File: src/hdl/ectc_pkg.sv
`timescale 1ns / 1ps
// ----------------------------------------------------------------------------
// ectc_pkg
// Shared widths, types and constants for the epoch seconds to calendar path.
// ----------------------------------------------------------------------------
package ectc_pkg;

  localparam int YEAR_W   = 16;
  localparam int MONTH_W  = 4;
  localparam int DAY_W    = 5;
  localparam int HOUR_W   = 5;
  localparam int MINUTE_W = 6;
  localparam int SECOND_W = 6;

  // 86400 = 2^7 * 675: the low bits split off, the odd part is divided
  localparam int          DAY_LOW_BITS = 7;
  localparam int unsigned DAY_ODD_DIV  = 675;
  localparam int          DAY_REM_W    = 10;
  localparam int          TOD_W        = DAY_REM_W + DAY_LOW_BITS;

  localparam int unsigned ERA_DAYS = 146097;
  localparam int          DOE_W    = 18;
  localparam int          ERA_W    = 16;

  // seconds in one 400-year era, and the shift of the day count to 0000-03-01
  localparam logic [63:0] ERA_SECONDS   = 64'd12622780800;
  localparam logic [63:0] MARCH_SECONDS = 64'd62162035200;

  typedef logic [DOE_W-1:0]          doe_t;
  typedef logic [TOD_W-1:0]          tod_t;
  typedef logic [ERA_W-1:0]          era_t;
  typedef logic signed [YEAR_W-1:0]  year_t;
  typedef logic [MONTH_W-1:0]        month_t;
  typedef logic [DAY_W-1:0]          day_t;
  typedef logic [HOUR_W-1:0]         hour_t;
  typedef logic [MINUTE_W-1:0]       minute_t;
  typedef logic [SECOND_W-1:0]       second_t;

  // first day of each march-based month, counted from 1 march
  function automatic logic [8:0] month_start(input logic [3:0] mp);
    logic [8:0] d;
    case (mp)
      4'd0:    d = 9'd0;
      4'd1:    d = 9'd31;
      4'd2:    d = 9'd61;
      4'd3:    d = 9'd92;
      4'd4:    d = 9'd122;
      4'd5:    d = 9'd153;
      4'd6:    d = 9'd184;
      4'd7:    d = 9'd214;
      4'd8:    d = 9'd245;
      4'd9:    d = 9'd275;
      4'd10:   d = 9'd306;
      4'd11:   d = 9'd337;
      default: d = 9'd0;
    endcase
    return d;
  endfunction

endpackage

File: src/hdl/ectc_civil.sv
`timescale 1ns / 1ps
// ----------------------------------------------------------------------------
// ectc_civil
// Day of era and time of day to year, month, day, hour, minute and second.
// ----------------------------------------------------------------------------
module ectc_civil (
  input  logic              clk,
  input  logic              rst_n,
  input  logic              up_vld,
  output logic              up_rdy,
  input  ectc_pkg::era_t    up_era,
  input  ectc_pkg::doe_t    up_doe,
  input  ectc_pkg::tod_t    up_tod,
  output logic              dn_vld,
  input  logic              dn_rdy,
  output ectc_pkg::year_t   dn_year,
  output ectc_pkg::month_t  dn_month,
  output ectc_pkg::day_t    dn_day,
  output ectc_pkg::hour_t   dn_hour,
  output ectc_pkg::minute_t dn_minute,
  output ectc_pkg::second_t dn_second
);

  import ectc_pkg::*;

  logic [3:0] v_r;
  logic [4:0] rdy;
  logic [3:0] vld_in;

  // stage 1: year-of-era numerator, hour
  logic [DOE_W-1:0] s1_n_r,   s1_n_nxt;
  doe_t             s1_doe_r;
  logic [15:0]      s1_yb_r,  s1_yb_nxt;
  hour_t            s1_hour_r, s1_hour_nxt;
  logic [11:0]      s1_hrem_r, s1_hrem_nxt;
  // stage 2: year of era, minute, second
  logic [8:0]       s2_yoe_r, s2_yoe_nxt;
  doe_t             s2_doe_r;
  logic [15:0]      s2_yb_r;
  hour_t            s2_hour_r;
  minute_t          s2_min_r, s2_min_nxt;
  second_t          s2_sec_r, s2_sec_nxt;
  // stage 3: day of year
  logic [8:0]       s3_doy_r, s3_doy_nxt;
  logic [8:0]       s3_yoe_r;
  logic [15:0]      s3_yb_r;
  hour_t            s3_hour_r;
  minute_t          s3_min_r;
  second_t          s3_sec_r;
  // stage 4: result register
  year_t            s4_year_r,  s4_year_nxt;
  month_t           s4_month_r, s4_month_nxt;
  day_t             s4_day_r,   s4_day_nxt;
  hour_t            s4_hour_r;
  minute_t          s4_min_r;
  second_t          s4_sec_r;

  always_comb begin
    vld_in = {v_r[2:0], up_vld};
    rdy[4] = dn_rdy;
    for (int k = 3; k >= 0; k--) begin
      rdy[k] = !v_r[k] || rdy[k+1];
    end
  end

  always_comb begin : stage1_logic
    logic [25:0]      a_prod;
    logic [7:0]       a0;
    logic [7:0]       a;
    logic [DOE_W-1:0] a_rem;
    logic [2:0]       cent;
    logic             last_day;
    logic [21:0]      h_prod;
    hour_t            h0;
    logic [TOD_W-1:0] h_rem;
    // doe / 1460 by reciprocal, corrected once
    a_prod = 26'(up_doe) * 26'(8'd179);
    a0     = a_prod[18 +: 8];
    a_rem  = up_doe - DOE_W'(a0) * DOE_W'(1460);
    a      = (a_rem >= DOE_W'(1460)) ? a0 + 8'd1 : a0;
    // doe / 36524 and doe / 146096 take few values
    cent = 3'(up_doe >= DOE_W'(36524)) + 3'(up_doe >= DOE_W'(73048))
         + 3'(up_doe >= DOE_W'(109572)) + 3'(up_doe >= DOE_W'(146096));
    last_day = (up_doe == DOE_W'(146096));
    s1_n_nxt = up_doe - DOE_W'(a) + DOE_W'(cent) - DOE_W'(last_day);
    s1_yb_nxt = 16'(up_era * 16'd400);
    h_prod = 22'(up_tod) * 22'(6'd36);
    h0     = h_prod[17 +: HOUR_W];
    h_rem  = up_tod - TOD_W'(h0) * TOD_W'(3600);
    if (h_rem >= TOD_W'(3600)) begin
      s1_hour_nxt = h0 + hour_t'(1);
      s1_hrem_nxt = 12'(h_rem - TOD_W'(3600));
    end else begin
      s1_hour_nxt = h0;
      s1_hrem_nxt = 12'(h_rem);
    end
  end

  always_comb begin : stage2_logic
    logic [27:0]      y_prod;
    logic [8:0]       y0;
    logic [DOE_W-1:0] y_rem;
    logic [18:0]      m_prod;
    minute_t          m0;
    logic [11:0]      m_rem;
    y_prod = 28'(s1_n_r) * 28'(10'd718);
    y0     = y_prod[18 +: 9];
    y_rem  = s1_n_r - DOE_W'(y0) * DOE_W'(365);
    s2_yoe_nxt = (y_rem >= DOE_W'(365)) ? y0 + 9'd1 : y0;
    m_prod = 19'(s1_hrem_r) * 19'(7'd68);
    m0     = m_prod[12 +: MINUTE_W];
    m_rem  = s1_hrem_r - 12'(m0) * 12'(60);
    if (m_rem >= 12'(60)) begin
      s2_min_nxt = m0 + minute_t'(1);
      s2_sec_nxt = SECOND_W'(m_rem - 12'(60));
    end else begin
      s2_min_nxt = m0;
      s2_sec_nxt = SECOND_W'(m_rem);
    end
  end

  always_comb begin : stage3_logic
    logic [1:0]       yc;
    logic [DOE_W-1:0] base;
    yc   = 2'(s2_yoe_r >= 9'd100) + 2'(s2_yoe_r >= 9'd200) + 2'(s2_yoe_r >= 9'd300);
    base = DOE_W'(s2_yoe_r) * DOE_W'(365) + DOE_W'(s2_yoe_r >> 2) - DOE_W'(yc);
    s3_doy_nxt = 9'(s2_doe_r - base);
  end

  always_comb begin : stage4_logic
    logic [10:0] t5;
    logic [14:0] mp_prod;
    logic [3:0]  mp0;
    logic [3:0]  mp;
    logic [10:0] mp_rem;
    t5      = 11'(s3_doy_r) * 11'(5) + 11'(2);
    mp_prod = 15'(t5) * 15'(4'd13);
    mp0     = mp_prod[11 +: 4];
    mp_rem  = t5 - 11'(mp0) * 11'(153);
    mp      = (mp_rem >= 11'(153)) ? mp0 + 4'd1 : mp0;
    s4_day_nxt   = DAY_W'(s3_doy_r - month_start(mp) + 9'd1);
    // march-based month back to january-based
    s4_month_nxt = (mp < 4'd10) ? mp + 4'd3 : mp - 4'd9;
    s4_year_nxt  = year_t'(16'(s3_yoe_r) + s3_yb_r + 16'(s4_month_nxt <= 4'd2));
  end

  always_ff @(posedge clk) begin
    if (!rst_n) begin
      v_r <= '0;
    end else begin
      for (int k = 0; k < 4; k++) begin
        if (rdy[k]) begin
          v_r[k] <= vld_in[k];
        end
      end
    end
  end

  always_ff @(posedge clk) begin
    if (rdy[0] && vld_in[0]) begin
      s1_n_r    <= s1_n_nxt;
      s1_doe_r  <= up_doe;
      s1_yb_r   <= s1_yb_nxt;
      s1_hour_r <= s1_hour_nxt;
      s1_hrem_r <= s1_hrem_nxt;
    end
    if (rdy[1] && vld_in[1]) begin
      s2_yoe_r  <= s2_yoe_nxt;
      s2_doe_r  <= s1_doe_r;
      s2_yb_r   <= s1_yb_r;
      s2_hour_r <= s1_hour_r;
      s2_min_r  <= s2_min_nxt;
      s2_sec_r  <= s2_sec_nxt;
    end
    if (rdy[2] && vld_in[2]) begin
      s3_doy_r  <= s3_doy_nxt;
      s3_yoe_r  <= s2_yoe_r;
      s3_yb_r   <= s2_yb_r;
      s3_hour_r <= s2_hour_r;
      s3_min_r  <= s2_min_r;
      s3_sec_r  <= s2_sec_r;
    end
    if (rdy[3] && vld_in[3]) begin
      s4_year_r  <= s4_year_nxt;
      s4_month_r <= s4_month_nxt;
      s4_day_r   <= s4_day_nxt;
      s4_hour_r  <= s3_hour_r;
      s4_min_r   <= s3_min_r;
      s4_sec_r   <= s3_sec_r;
    end
  end

  assign up_rdy    = rdy[0];
  assign dn_vld    = v_r[3];
  assign dn_year   = s4_year_r;
  assign dn_month  = s4_month_r;
  assign dn_day    = s4_day_r;
  assign dn_hour   = s4_hour_r;
  assign dn_minute = s4_min_r;
  assign dn_second = s4_sec_r;

endmodule

File: config.mk
export PLATFORM = sky130hd
export DESIGN_NAME = ectc_civil
export DESIGN_NICKNAME = d
export VERILOG_FILES = /design/src/hdl/ectc_pkg.sv /design/src/hdl/ectc_civil.sv
export SDC_FILE = /design/constraint.sdc
export NUM_CORES = 1
export LEC_CHECK = 0
export BUFFER_PORTS_ARGS = -buffer_cell sky130_fd_sc_hd__buf_2
export CAP_MARGIN = 20
export CORE_MARGIN = 2
export CORE_UTILIZATION = 59
export CTS_CLUSTER_SIZE = 25
export DETAILED_ROUTE_END_ITERATION = 8
export HOLD_SLACK_MARGIN = 0.05
export PLACE_DENSITY = 0.78
export SYNTH_ARGS = -nofsm -noshare
export SYNTH_HDL_FRONTEND = slang
export SYNTH_SLANG_ARGS = --single-unit
File: constraint.sdc
create_clock -name clk -period 16.3 [get_ports clk]
set_input_delay 3.26 -clock clk [delete_from_list [all_inputs] [get_ports clk]]
set_output_delay 3.26 -clock clk [all_outputs]
set_load 0.1 [all_outputs]
[Yosys cells after proc, flatten, opt, wreduce, memory -nomap -nowiden]
Memories as Yosys holds them, arrays and structs flattened.
Cells that the tools add are included.
Cells by class
  bitwise logic cells: 0
  multipliers: 13
  shifts and indexed selects: 0
  equal/unequal tests: 1
  reductions and logical operators: 12
  $lt $le $gt $ge: 14
  divide/modulo/power cells: 0
  add/subtract/negate cells: 30
  muxes and demuxes: 8
Operators by type and width (number)
  $ge 18x17->1 const B: 2
  $sub 18x18->18: 2
  $mul 18x8->26 const B: 1
  $mul 18x9->26 const B: 1
  $mul 17x4->20 const B: 1
  $add 18x3->18: 1
  $eq 18x18->1 const B: 1
  $ge 18x11->1 const B: 1
  $ge 18x16->1 const B: 1
  $ge 18x18->1 const B: 1
  $ge 18x9->1 const B: 1
  $mul 9x9->18 const B: 1
  $sub 18x1->18: 1
  $sub 18x8->18: 1
  $ge 17x12->1 const B: 1
  $sub 17x17->17: 1
  $add 16x1->16: 1
  $add 9x16->16: 1
  $mul 12x5->16 const B: 1
  $mul 16x5->12 const B: 1
  $mul 8x9->16 const B: 1
  $mul 11x4->15 const B: 1
  $mul 5x8->13 const B: 1
  $ge 12x6->1 const B: 1
  39 further kinds: 52
Word-level totals
  ROM bits: 144
  latch bits: 0
  bits of input ports: 55
  memories: 1
  bits in registers: 196
  RAM bits: 0
Memories
  (no name shown): words 16, bits a word 9, read ports 1, clocked after memory_dff 0, write ports 0, line ectc_pkg.sv:42  | case (mp)

[Longest topological paths before layout]
  depth after elaboration: 11
  gate-level depth with buffers: 61
  gate-level depth less buffers: 61

[Worst setup path after synthesis]
OpenSTA, ideal clock, no wires.
  path type: input to register
  start: input up_doe[1]
  end: register s1_n_r[16], data pin
  required time: 16.042 ns
  stages: 61
  path slack: 0.654 ns
  arrival: 15.388 ns
  cells stage by stage: ha_1 > inv_1 > fa_1 > inv_1 > fa_1 > inv_1 > fa_1 > inv_1 > ha_1 > and4_1 > nand2_1 > and4b_1 > a31oi_1 > nand2_1 > a31oi_1 > a31oi_1 > nor2b_1 > nor2_1 > [25 not listed] > xnor2_1 > fa_1 > fa_1 > fa_1 > inv_1 > fa_1 > nor2b_1 > o21ai_0 > a21boi_0 > o21ai_0 > a21boi_0 > o21ai_0 > a21boi_0 > o21ai_0 > a21oi_1 > a211oi_1 > o21bai_1 > xnor2_1
On the way
  cells in the longest elaborated chain, start to end: 8
  elaborated cells between the ends (all ways): 17
  those cells by class: add/sub (8); mul (2); order compare (5); eq/ne (1); mux (1)
Ends and longest elaborated chain
  from (decl): line ectc_civil.sv:12  | input ectc_pkg::doe_t up_doe,
  $mul 18x8->26: line ectc_civil.sv:77  | a_prod = 26'(up_doe) * 26'(8'd179);
  $mul 8x9->16: line ectc_civil.sv:79  | a_rem = up_doe - DOE_W'(a0) * DOE_W'(1460);
  $sub 18x18->18: line ectc_civil.sv:79
  $ge 18x11->1: line ectc_civil.sv:80  | a = (a_rem >= DOE_W'(1460)) ? a0 + 8'd1 : a0;
  $mux 8: line ectc_civil.sv:80
  $sub 18x8->18: line ectc_civil.sv:85  | s1_n_nxt = up_doe - DOE_W'(a) + DOE_W'(cent) - DOE_W'(last_day);
  $add 18x3->18: line ectc_civil.sv:85
  $sub 18x1->18 *: line ectc_civil.sv:85
  named net s1_n_nxt[16]: line ectc_civil.sv:31  | logic [DOE_W-1:0] s1_n_r, s1_n_nxt;
  to (signal assigned): line ectc_civil.sv:161  | s1_n_r <= s1_n_nxt;
  to (decl): line ectc_civil.sv:31
The timed path passes the listed nets; every way through them passes the cells marked *.
A chain may end at the register's enable or synchronous reset.

[Final worst setup path]
  start: input up_doe[4]
  end: register s1_n_r[16], data pin
Same word-level chain as after synthesis.

==> summary.txt <==
Logic synthesis
  • Synth Register Bits: 196
  • Syn Inst Count: 2457
  • Top_reg_cell synth: edfxtp_1
  • Share of async-settable or async-resettable flops after synthesis: 0%
  • Post-synth EDFFs: 192
  • Post-synth top area share: 27.04%
  • Post-Syn Area per Cell: between 10 and 15 µm²
  • Register area share after synthesis: 23.10%
  • Largest cells by area after synthesis: ha_1 27%, edfxtp_1 23%, fa_1 17%, inv_1 8.0%, xnor2_1 4.8%
  • Yosys cell types: between 80 and 90
  • Mapped Nets: 3278
  • Netlist Area Pre-Place: approximately 0.025 mm²
  • Syn. warnings: 0
  • Area leader, netlist: ha_1

Outcome
  • Status: finished clean

Worst hold path
  • Min-Delay Path Class: flip-flop to flip-flop
  • Hold Path Depth: 0
  • Worst Hold Path EP: dn_hour[1]
  • Hold_sp: s3_hour_r[1]

Floorplanning
  • I/O pin total: 99
  • Die X-Extent: 211.1 µm
  • Die Area: 0.04457 mm²
  • Initial Util: 60.07%
  • Chip height: 211.1 µm
  • Rows: 75
  • Placeable Area: 0.04213 mm²

STA
  • Period utilization: 96.04%
  • Max Freq: 0.06388 GHz
  • Max-slew headroom: between 30% and 40%
  • Fin. Hold Viols: 0
  • Clock Skew: 0.01391 ns
  • Setup violations, final: 0
  • Slew Limit Fails: 0
  • Final Critical Period: around 16 ns
  • Worst Tran Pin Value: 0.9590 ns
  • RSZ-0062 raised after global routing: true
  • Setup TNS: 0 ns

CTS
  • CTS H-tree lvls: 4
  • Post-CTS Hold Fix Bufs: 0
  • Clock Latency Late Sink: 0.44 ns
  • Postcts setup bufs: 0
  • Clk slew on worst S/H paths: 0.07 ns
  • Clock sink total: 196
  • Number of CTS-inserted buffers: 17
  • Clock root buffer: clkbuf_16
  • Clk buf depth: 2
  • CTS tree: built

Critical path
  • Reg-to-Reg End: dn_year[12]
  • Worst Path Arrival: 15.89 ns
  • Reg-to-reg slack, setup: 4.68 ns
  • CP max-delay cell: fa_1
  • Largest stage delay, worst path: between 0.5 and 0.6 ns
  • Reg2Reg Depth: 47
  • Critical Path Start Type: input port
  • Kind of critical path: input port to flip-flop
  • CP Capture Type: flip-flop
  • CP dominant cell by count: fa_1
  • Required time worst endpoint: 16.54 ns
  • Crit path max fanout: 4
  • RR Startpoint: s3_doy_r[1]

Global route
  • Initial antenna violation count: 1
  • Largest net degree at the start of global routing: 48
  • Global-route wire length before repair: roughly 88000 µm
  • Total track usage: approximately 24%
  • Vias in the first global route: approximately 19k
  • GR Overflow Total: 0

Detailed routing
  • Via count: ~18k
  • Routed Antenna Nets: 0
  • DR WL/cell: about 16 µm
  • First-pass iteration count of the detailed router: 5
  • DRC violations left: 0
  • Initial DRC Count: about 860
  • Routed WL: between 50000 and 60000 µm
  • Via density: 5.535

Cells and area
  • Final #Nets: between 3k and 4k
  • Final Cell Area: around 0.028 mm²
  • Share of cells above drive strength 1: 10.41%
  • N_diodes: 0
  • Synth-to-layout area growth: 10.43%
  • Final Instance Count excl. Fillers: 3220

Run
  • Max Cap Viol: 0

Place
  • Global placement routability congestion: 0.8981
  • Dpl hpwl: 43650 µm
  • Cell Area, Placed: 0.02723 mm²
  • # placed instances: 3187
  • IO buf count: 94
cell usage in the layout (no fill, tap or decap), types with 8 or more instances in the layout:
| cell type | n |
|---|---|
| clkbuf_16 | 17 |
| a31oi_1 | 16 |
| nand3_1 | 37 |
| and3_1 | 9 |
| nand4_1 | 16 |
| ha_1 | 547 |
| nor3_1 | 33 |
| xor2_1 | 52 |
| xnor2_1 | 135 |
| nor2b_1 | 28 |
| a21oi_1 | 96 |
| mux2i_1 | 10 |
| and2_1 | 8 |
| a21boi_0 | 14 |
| o21a_1 | 19 |
| o21ai_0 | 66 |
| buf_4 | 101 |
| nor2_1 | 91 |
| buf_2 | 94 |
| o21bai_1 | 21 |
| nand2_1 | 83 |
| nand2b_1 | 24 |
| fa_1 | 219 |
| a21o_1 | 33 |
| edfxtp_1 | 192 |
| o21ai_1 | 8 |
| inv_1 | 541 |
logic make-up (layout without fill, tap and decap cells):
group,count (synthesis),after routing,share of synthesized area (%)
AO/OA/AOI/OAI,373,373,9.907
flip-flops,196,196,23.10
XOR/XNOR,193,193,6.708
multiplexers,14,14,0.5981
adder cells (fa/ha/maj),766,766,44.36
AND/OR/NAND/NOR,369,369,7.227
buffers and inverters,546,770,8.102
metrics by stage:
step,worst slack (ns),util (%),hold WS [ns]
2_1_floorplan,0.6543,-,0.4003
3_3_place_gp,-0.4540,64.64,0.4005
3_5_place_dp,-0.7205,64.64,0.4045
4_1_cts,0.004764,66.07,0.4118
5_1_grt,-0.05582,66.34,0.4205
6_report,0.6451,66.34,0.4143
worst max-delay path, delay by kind of cell:
family	cells	cell delay, ns
fa+ha+maj	15	6.48
compound gates	16	2.67
simple gates	11	1.37
buf+inv	9	0.92
xor+xnor	5	0.88
mux	1	0.31
worst max-delay path by stage:
stage          startpoint    endpoint  cells past startpoint
3_5_place_dp    up_doe[4]  s1_n_r[16]                     59
2_1_floorplan   up_doe[1]  s1_n_r[16]                     61
3_3_place_gp    up_doe[3]  s1_n_r[16]                     61
4_1_cts         up_doe[9]  s1_n_r[16]                     58
5_1_grt         up_doe[9]  s1_n_r[16]                     59
6_report        up_doe[4]  s1_n_r[16]                     57
sequential cells by signal, indices dropped and copies added, names as in the netlist, 9 cells and up:
register / cells
s3_doy_r: 9
s2_yoe_r: 9
s3_yb_r: 12
dn_year: 16
s3_yoe_r: 9
s2_doe_r: 9
s2_yb_r: 12
s1_n_r: 18
s1_hrem_r: 12
s1_doe_r: 9
s1_yb_r: 12
layer usage:
metal  vias up  share of wire [%]  routed length, µm  GRT usage, %
li1       8672                  -                  -             -
met5         -              0.015                  8             0
met1      8701                 44              22670         30.34
met4         2                1.9                961         6.119
met2       361                 51              26510         44.43
met3        87                3.4               1761         2.661
final cells by class:
type	instances	area [µm²]
Multi-Input combinational cell	1715	17570
Clock inverter	13	143.9
Tap cell	539	674.4
Sequential cell	196	5846
Fill cell	3123	14180
Clock buffer	18	429.2
Inverter	543	2038
Timing Repair Buffer	196	1249
Yosys cell counts, types with 37 or more instances:
cell type	number
edfxtp_1	192
o21ai_0	72
nor2_1	91
xor2_1	53
xnor2_1	139
nand2_1	83
nand3_1	37
fa_1	219
a21oi_1	100
inv_1	541
ha_1	547
repair_timing:
action                                  in CTS  in global routing
pin swaps                                    0                  4
resized for setup                            5                 25
endpoints found under the setup margin       2                  9
gates cloned                                 0                  0
Power is not shown: default switching activity piles up to over one toggle a cycle in this logic, so the estimate is an artifact.
